## config.mk

```make
export PLATFORM = sky130hd
export DESIGN_NAME = c_like_token_lexer_core
export DESIGN_NICKNAME = d
export VERILOG_FILES = /design/src/sv/clx_pkg.sv /design/src/sv/clx_scan.sv /design/src/sv/clx_rsp_fifo.sv /design/src/sv/c_like_token_lexer_core.sv
export SDC_FILE = /design/constraint.sdc
export NUM_CORES = 1
export LEC_CHECK = 0
export BUFFER_PORTS_ARGS = -buffer_cell sky130_fd_sc_hd__buf_2
export CORE_MARGIN = 4
export CORE_UTILIZATION = 50
export DETAILED_ROUTE_END_ITERATION = 8
export PLACE_DENSITY = 0.65
export SLEW_MARGIN = 10
export SYNTH_ARGS = -nofsm -noshare
export SYNTH_HDL_FRONTEND = slang
export SYNTH_SLANG_ARGS = --single-unit
```

## constraint.sdc

```tcl
create_clock -name clock -period 5.2 [get_ports clock]
set_input_delay 0.26 -clock clock [delete_from_list [all_inputs] [get_ports clock]]
set_output_delay 0.26 -clock clock [all_outputs]
set_load 0.005 [all_outputs]
```

## src/sv/clx_pkg.sv

```systemverilog
// ----------------------------------------------------------------------------
// clx_pkg
// Types and constants shared by the token lexer modules.
// ----------------------------------------------------------------------------
package clx_pkg;

   typedef struct packed {
      logic       cmd;
      logic [7:0] char_in;
   } req_type;

   typedef struct packed {
      logic [2:0]  token_kind;
      logic [31:0] token_start;
      logic [31:0] token_length;
      logic        last_of_run;
   } rsp_type;

   typedef enum logic [2:0] {
      MODE_IDLE = 3'd0,
      MODE_STR  = 3'd1,
      MODE_NUM  = 3'd2,
      MODE_WORD = 3'd3,
      MODE_EQ   = 3'd4
   } mode_type;

   typedef enum logic [2:0] {
      KIND_KEYWORD   = 3'd0,
      KIND_OPERATOR  = 3'd1,
      KIND_SEPARATOR = 3'd2,
      KIND_STRING    = 3'd3,
      KIND_NUMBER    = 3'd4,
      KIND_IDENT     = 3'd5,
      KIND_UNKNOWN   = 3'd6,
      KIND_EOF       = 3'd7
   } kind_type;

   localparam logic CMD_BYTE = 1'b0;
   localparam logic CMD_END  = 1'b1;

   localparam logic [7:0] CH_QUOTE      = 8'h22;
   localparam logic [7:0] CH_DOT        = 8'h2E;
   localparam logic [7:0] CH_UNDERSCORE = 8'h5F;
   localparam logic [7:0] CH_EQ         = 8'h3D;

   localparam logic [47:0] KW_IF     = 48'h6966;
   localparam logic [47:0] KW_ELSE   = 48'h656C7365;
   localparam logic [47:0] KW_WHILE  = 48'h7768696C65;
   localparam logic [47:0] KW_FOR    = 48'h666F72;
   localparam logic [47:0] KW_RETURN = 48'h72657475726E;

   localparam int RSP_DEPTH = 4;
   localparam int RSP_PTR_W = 2;
   localparam int RSP_CNT_W = 3;

endpackage

```

## src/sv/clx_scan.sv

```systemverilog
// ----------------------------------------------------------------------------
// clx_scan
// Scanner state and single-pass token logic; up to two results per byte.
// ----------------------------------------------------------------------------
module clx_scan #(
   parameter int POS_WIDTH = 32
) (
   input  logic             clock,
   input  logic             reset,
   input  logic             item_fire,
   input  clx_pkg::req_type item,
   output logic [1:0]       res_count,
   output clx_pkg::rsp_type res0,
   output clx_pkg::rsp_type res1
);
   import clx_pkg::*;

   mode_type               mode_ff, mode_in;
   logic [POS_WIDTH-1:0]   pos_ff, pos_in;
   logic [POS_WIDTH-1:0]   start_ff, start_in;
   logic [31:0]            len_ff, len_in;
   logic [47:0]            prefix_ff, prefix_in;

   logic [7:0]  c;
   logic        is_space, is_digit, is_alpha, is_word_ch;
   logic [63:0] pos_ext, start_ext;
   logic [31:0] len_grow;
   logic        keyword;

   logic        close_emit;
   rsp_type     close_rsp;
   logic        start_emit;
   rsp_type     start_rsp;
   mode_type    st_mode;
   logic [POS_WIDTH-1:0] st_start;
   logic [31:0] st_len;
   logic [47:0] st_prefix;
   logic        do_close_start;

   always_comb begin
      c          = item.char_in;
      is_space   = c inside {8'h20, [8'h09:8'h0D]};
      is_digit   = c inside {[8'h30:8'h39]};
      is_alpha   = c inside {[8'h61:8'h7A], [8'h41:8'h5A]};
      is_word_ch = is_alpha || is_digit || (c == CH_UNDERSCORE);
      pos_ext    = 64'(pos_ff);
      start_ext  = 64'(start_ff);
      len_grow   = (len_ff == 32'hFFFF_FFFF) ? len_ff : len_ff + 32'd1;
      keyword    = (len_ff == 32'd2 && prefix_ff == KW_IF)
                || (len_ff == 32'd4 && prefix_ff == KW_ELSE)
                || (len_ff == 32'd5 && prefix_ff == KW_WHILE)
                || (len_ff == 32'd3 && prefix_ff == KW_FOR)
                || (len_ff == 32'd6 && prefix_ff == KW_RETURN);

      // token closed by the open state
      close_rsp             = '0;
      close_rsp.token_start = start_ext[31:0];
      close_rsp.token_length = len_ff;
      close_emit            = 1'b1;
      case (mode_ff)
         MODE_STR:  close_rsp.token_kind = KIND_STRING;
         MODE_NUM:  close_rsp.token_kind = KIND_NUMBER;
         MODE_WORD: close_rsp.token_kind = keyword ? KIND_KEYWORD : KIND_IDENT;
         MODE_EQ: begin
            close_rsp.token_kind   = KIND_OPERATOR;
            close_rsp.token_length = 32'd1;
         end
         default: close_emit = 1'b0;
      endcase

      // byte scanned from idle
      start_rsp              = '0;
      start_rsp.token_start  = pos_ext[31:0];
      start_rsp.token_length = 32'd1;
      start_emit             = 1'b0;
      st_mode                = MODE_IDLE;
      st_start               = pos_ff;
      st_len                 = 32'd1;
      st_prefix              = prefix_ff;
      if (is_space) begin
         st_len = len_ff;
      end else if (c == CH_QUOTE) begin
         st_mode  = MODE_STR;
         st_start = pos_ff + POS_WIDTH'(1);
         st_len   = 32'd0;
      end else if (is_digit) begin
         st_mode = MODE_NUM;
      end else if (is_alpha || c == CH_UNDERSCORE) begin
         st_mode   = MODE_WORD;
         st_prefix = 48'(c);
      end else if (c == CH_EQ) begin
         st_mode = MODE_EQ;
      end else begin
         start_emit = 1'b1;
         if (c inside {8'h2B, 8'h2D, 8'h2A, 8'h2F}) begin
            start_rsp.token_kind = KIND_OPERATOR;
         end else if (c inside {8'h28, 8'h29, 8'h7B, 8'h7D, 8'h3B}) begin
            start_rsp.token_kind = KIND_SEPARATOR;
         end else begin
            start_rsp.token_kind = KIND_UNKNOWN;
         end
      end

      mode_in        = mode_ff;
      pos_in         = pos_ff;
      start_in       = start_ff;
      len_in         = len_ff;
      prefix_in      = prefix_ff;
      res_count      = 2'd0;
      res0           = '0;
      res1           = '0;
      do_close_start = 1'b0;

      if (item.cmd == CMD_END) begin
         res1.token_kind  = KIND_EOF;
         res1.token_start = pos_ext[31:0];
         if (close_emit) begin
            res0      = close_rsp;
            res_count = 2'd2;
         end else begin
            res0      = res1;
            res_count = 2'd1;
         end
         mode_in = MODE_IDLE;
         pos_in  = '0;
      end else begin
         pos_in = pos_ff + POS_WIDTH'(1);
         case (mode_ff)
            MODE_STR: begin
               if (c == CH_QUOTE) begin
                  res0      = close_rsp;
                  res_count = 2'd1;
                  mode_in   = MODE_IDLE;
               end else begin
                  len_in = len_grow;
               end
            end
            MODE_NUM: begin
               if (is_digit || c == CH_DOT) begin
                  len_in = len_grow;
               end else begin
                  do_close_start = 1'b1;
               end
            end
            MODE_WORD: begin
               if (is_word_ch) begin
                  len_in    = len_grow;
                  prefix_in = {prefix_ff[39:0], c};
               end else begin
                  do_close_start = 1'b1;
               end
            end
            MODE_EQ: begin
               if (c == CH_EQ) begin
                  res0.token_kind   = KIND_OPERATOR;
                  res0.token_start  = start_ext[31:0];
                  res0.token_length = 32'd2;
                  res_count         = 2'd1;
                  mode_in           = MODE_IDLE;
               end else begin
                  do_close_start = 1'b1;
               end
            end
            default: begin
               res0      = start_rsp;
               res_count = {1'b0, start_emit};
               mode_in   = st_mode;
               start_in  = st_start;
               len_in    = st_len;
               prefix_in = st_prefix;
            end
         endcase
         if (do_close_start) begin
            res0      = close_rsp;
            res1      = start_rsp;
            res_count = start_emit ? 2'd2 : 2'd1;
            mode_in   = st_mode;
            start_in  = st_start;
            len_in    = st_len;
            prefix_in = st_prefix;
         end
      end
      res0.last_of_run = (res_count == 2'd1);
      res1.last_of_run = (res_count == 2'd2);
   end

   always_ff @(posedge clock) begin
      if (reset) begin
         mode_ff <= MODE_IDLE;
         pos_ff  <= '0;
      end else if (item_fire) begin
         mode_ff <= mode_in;
         pos_ff  <= pos_in;
      end
   end

   always_ff @(posedge clock) begin
      if (item_fire) begin
         start_ff  <= start_in;
         len_ff    <= len_in;
         prefix_ff <= prefix_in;
      end
   end

endmodule

```

## src/sv/clx_rsp_fifo.sv

```systemverilog
// ----------------------------------------------------------------------------
// clx_rsp_fifo
// Result queue: takes zero, one or two results a cycle, delivers one.
// ----------------------------------------------------------------------------
module clx_rsp_fifo (
   input  logic             clock,
   input  logic             reset,
   input  logic [1:0]       push_count,
   input  clx_pkg::rsp_type push0,
   input  clx_pkg::rsp_type push1,
   output logic             room_two,
   output logic             rsp_valid,
   input  logic             rsp_ready,
   output clx_pkg::rsp_type rsp_data
);
   import clx_pkg::*;

   rsp_type                mem_ff [RSP_DEPTH];
   logic [RSP_PTR_W-1:0]   wr_ptr_ff, wr_ptr_in;
   logic [RSP_PTR_W-1:0]   rd_ptr_ff, rd_ptr_in;
   logic [RSP_CNT_W-1:0]   count_ff, count_in;
   logic                   pop;
   logic [RSP_PTR_W-1:0]   wr_next;

   always_comb begin
      rsp_valid = (count_ff != '0);
      rsp_data  = mem_ff[rd_ptr_ff];
      room_two  = (count_ff <= RSP_CNT_W'(RSP_DEPTH - 2));
      pop       = rsp_valid && rsp_ready;
      wr_next   = wr_ptr_ff + RSP_PTR_W'(1);
      wr_ptr_in = wr_ptr_ff + RSP_PTR_W'(push_count);
      rd_ptr_in = rd_ptr_ff + RSP_PTR_W'(pop);
      count_in  = count_ff + RSP_CNT_W'(push_count) - RSP_CNT_W'(pop);
   end

   always_ff @(posedge clock) begin
      if (reset) begin
         wr_ptr_ff <= '0;
         rd_ptr_ff <= '0;
         count_ff  <= '0;
      end else begin
         wr_ptr_ff <= wr_ptr_in;
         rd_ptr_ff <= rd_ptr_in;
         count_ff  <= count_in;
      end
   end

   always_ff @(posedge clock) begin
      if (push_count != 2'd0) begin
         mem_ff[wr_ptr_ff] <= push0;
      end
      if (push_count == 2'd2) begin
         mem_ff[wr_next] <= push1;
      end
   end

endmodule

```

## src/sv/c_like_token_lexer_core.sv

```systemverilog
// ----------------------------------------------------------------------------
// c_like_token_lexer_core
// Streaming lexer for C-like source text; reports tokens as kind, start
// offset and length.
// ----------------------------------------------------------------------------
// The block takes one source byte (or an end-of-input marker) per cycle and
// produces tokens one per cycle on the result channel. A byte is held in an
// input register, scanned, and its results are written into a four-entry
// result queue. The byte waits in the input register until two queue entries
// are free; its first result is valid once written into the queue. A byte
// that closes one token and emits another (and the end
// marker after an open token) yields two results; the queue drains one per
// cycle and a byte is scanned only while two queue entries are free, so the
// rate is one byte per cycle as long as the result side keeps up and on
// average no more than one token per byte is produced.
module c_like_token_lexer_core #(
   parameter int POS_WIDTH = 32
) (
   input  logic             clock,
   input  logic             reset,
   input  logic             req_valid,
   output logic             req_ready,
   input  clx_pkg::req_type req_data,
   output logic             rsp_valid,
   input  logic             rsp_ready,
   output clx_pkg::rsp_type rsp_data
);
   import clx_pkg::*;

   logic     in_valid_ff, in_valid_in;
   req_type  in_ff;
   logic     room_two;
   logic     scan_fire;
   logic     req_fire;
   logic [1:0] res_count;
   logic [1:0] push_count;
   rsp_type  res0, res1;

   always_comb begin
      scan_fire   = in_valid_ff && room_two;
      req_ready   = !in_valid_ff || scan_fire;
      req_fire    = req_valid && req_ready;
      in_valid_in = req_fire || (in_valid_ff && !scan_fire);
      push_count  = scan_fire ? res_count : 2'd0;
   end

   always_ff @(posedge clock) begin
      if (reset) begin
         in_valid_ff <= 1'b0;
      end else begin
         in_valid_ff <= in_valid_in;
      end
   end

   always_ff @(posedge clock) begin
      if (req_fire) begin
         in_ff <= req_data;
      end
   end

   clx_scan #(
      .POS_WIDTH (POS_WIDTH)
   ) u_scan (
      .clock     (clock),
      .reset     (reset),
      .item_fire (scan_fire),
      .item      (in_ff),
      .res_count (res_count),
      .res0      (res0),
      .res1      (res1)
   );

   clx_rsp_fifo u_rsp_fifo (
      .clock      (clock),
      .reset      (reset),
      .push_count (push_count),
      .push0      (res0),
      .push1      (res1),
      .room_two   (room_two),
      .rsp_valid  (rsp_valid),
      .rsp_ready  (rsp_ready),
      .rsp_data   (rsp_data)
   );

endmodule

```

==> results.cfg <==
[status]
status = complete, no violations

[final_layout]
final_cell_mix = nand2_1 (430), edfxtp_1 (269), a21oi_1 (171), nand3_1 (168), dfxtp_1 (165)
final_cells = 2703
drive_above_1_share = 0.147
fin_nets = 2149
syn_to_final_growth_pct = 11.0
antennaDiodeCount = 0
final_common_cell = nand2_1

[setup_path]
path_common_cell = nand3_2
critPathMaxFanout = 40
worst-path-buf-inv = 1
slowest_delay_ps = 750
crit_chain = or4_1, a21o_1, nand3_2, a21bo_2, o211ai_2, nor2_1, nand3_2, nand2_2, buf_4
cp_slowest_cell = a21bo_2
path_delay_family = simple AND/OR/NAND/NOR gates
cp-end-kind = flip-flop
worstPathRequired_ps = 5490
crit_type = flip-flop to flip-flop
arrival_ps = 4390
crit_path_start_kind = flip-flop

[clocking]
htree_levels = 2
clockBufferDepth = 3
tritoncts = built
cts_sinks = 436
post_cts_resized = 0
numCtsBuffers = 47
postCtsSetupBuffers = 0
clk_latency_ps = 590
cts_root_buf = clkbuf_16
cts.clk_slew.worst_paths_ps = 60

[synthesis]
synth_flop_cell = edfxtp_1
synth_area_sq_um = 21500
synth.top_cell.area_share = 0.376
async_flop_share = 0
syn_area_per_cell_sq_um = 9.96
ys_types = 74
yosys_warnings = 0
yosysTopAreaCell = edfxtp_1
ys_seq_elements = 436
synthesis.nets = 2177
syn_inst = 2155
synth_edf_count = 269
synth_top_cells_by_area = edfxtp_1 (38%), dfxtp_1 (16%), nand2_1 (7.6%)
seq_area_frac_synth = 0.532

[global_routing]
grt_pass1_vias = 16300
grt_max_degree = 81
overflow = 0
grt_pass1_wl_mm = 91.9
grt_use_total = 0.246
antenna_found_initial = 0

[power]
vdd_drop_max_mv = 0.229
netSwitchingPower_mw = 2.53
pwr-share-comb = 0.163
p_per_area_nw_per_um2 = 386
p_int_mw = 6.67
p_leak_nw = 7.97
switching_share = 0.275
pwr-share-clk = 0.382
seq_power_share = 0.455

[floorplan]
num_rows = 75
core-area_sq_um = 42200
die_area_sq_um = 46300
io_pins = 83
die_y_um = 215
start_util = 0.509
die_w_um = 215

[sta]
totalNegativeSetupSlack_ps = 0
relSlewSlack = 0.249
slew_violations = 0
fin_crit_sh = 0.788
clock.fmax_mhz = 244
rsz0062_at_grt = false
finalSetupViolCount = 0
worst_slew_pin_slew_ps = 1130
hold_viol = 0
period_minus_slack_ps = 4100
final.setup_skew_ps = 24.2

[detailed_routing]
drc = 0
drtIter0Drc = 1960
wl_per_cell_um = 21.7
ant_nets = 0
viasPerCell = 6.36
num_vias = 17200
routed_wl_mm = 58.8
drt-pass1-iter-count = 5

[placement]
dp.cells = 2607
place.gp.congestion = 0.916
port_buffers = 82
hpwl_mm = 34.6

[run]
drv_cap = 0

[worst_hold_path]
hp-class = input port to flip-flop
registers in the layout (all words and copies together) (netlist names):
name,cells
u_rsp_fifo.mem_ff,272
u_scan.prefix_ff,48
in_ff,9
in_valid_ff,1
u_scan.mode_ff,3
u_scan.start_ff,32
u_scan.len_ff,32
u_rsp_fifo.rd_ptr_ff,2
u_rsp_fifo.count_ff,3
u_rsp_fifo.wr_ptr_ff,2
u_scan.pos_ff,32
repair_timing:
| item | in CTS | in global routing |
|---|---|---|
| hold buffers | 10 | 0 |
| hold endpoints to repair | 10 | 0 |
| setup endpoints to repair | 0 | 0 |
path summary, 6_finish.rpt:
path                                          startpoint                        to  slack [ps]  depth (start not counted)
worst max-delay path                            in_ff[3]  u_rsp_fifo.mem_ff[0][61]        1100                          9
worst min-delay path                           rsp_ready   u_rsp_fifo.rd_ptr_ff[0]         250                          4
worst max register to register                  in_ff[3]  u_rsp_fifo.mem_ff[0][61]        1100                          9
worst min register to register  u_rsp_fifo.mem_ff[1][16]  u_rsp_fifo.mem_ff[1][16]         450                          2
through the flow:
stage          power, mW  cell area [sq um]  hold slack (ps)  worst slack, ps  utilization
5_1_grt             9.54              23800              284              802        0.564
4_1_cts             9.26              23800              228             1080        0.564
3_5_place_dp        5.76              22100              446             1110        0.523
3_3_place_gp        5.74              22100              439             1150        0.523
6_report            9.20              23800              255             1100        0.564
2_1_floorplan       5.20              21500              359              964            -
kinds of logic after synthesis:
family	after synthesis	share of synthesized area
compound gates	510	0.139
xor+xnor	41	0.0167
fa+ha+maj	9	0.00559
buf+inv	221	0.0444
flops	436	0.532
mux	80	0.0773
simple gates	858	0.185
power groups by stage:
stage	combinational [mW]	sequential, mW	clock, mW
detailed placement	1.50	4.26	0
global route	1.62	4.21	3.70
floorplan	1.09	4.11	0
finish	1.50	4.18	3.52
global placement	1.49	4.24	0
CTS	1.51	4.18	3.56
cells in the mapped netlist (all sizes together) (4+ instances only):
| cell | number |
|---|---|
| nor2 | 79 |
| ha | 8 |
| nor3 | 19 |
| or4 | 5 |
| o211ai | 4 |
| mux2 | 6 |
| and4 | 7 |
| or3 | 20 |
| a21o | 10 |
| a22oi | 10 |
| o32ai | 4 |
| nand4 | 17 |
| mux2i | 6 |
| a211oi | 10 |
| o22ai | 138 |
| a21oi | 175 |
| o31ai | 5 |
| nand3 | 170 |
| a32o | 4 |
| nand3b | 8 |
| buf | 93 |
| nor4b | 6 |
| dfxtp | 167 |
| xnor2 | 23 |
| edfxtp | 269 |
| clkbuf | 118 |
| and2 | 11 |
| o21ai | 117 |
| nand2 | 436 |
| a31oi | 16 |
| nor4 | 18 |
| xor2 | 18 |
| inv | 9 |
| and3 | 28 |
| mux4 | 68 |
| nand2b | 11 |
| nor2b | 9 |
cell type report:
cell class	count	area [sq um]
fillers	3589	18400
flip-flops and latches	436	11400
multi-input cells	1498	9220
clock buffers	62	1370
repair buffers	134	838
well taps	539	674
clock inverters	24	264
inverters	10	37.5
per-layer routing:
metal	global-route usage	wire, um	vias to the layer above
met2	0.404	28000	819
met3	0.0438	5090	108
met1	0.337	24100	8360
li1	-	-	7893
met4	0.0713	1580	0
met5	0	0	-
worst register-to-register path: stages, from the launching register on:
cell and delay, ps:
edfxtp_1 550, or4_1 570, a21o_1 250, nand3_2 150, a21bo_2 750, o211ai_2 260
nor2_1 280, nand3_2 120, nand2_2 540, buf_4 320
No activity file was read; power rests on OpenSTA's default activity.
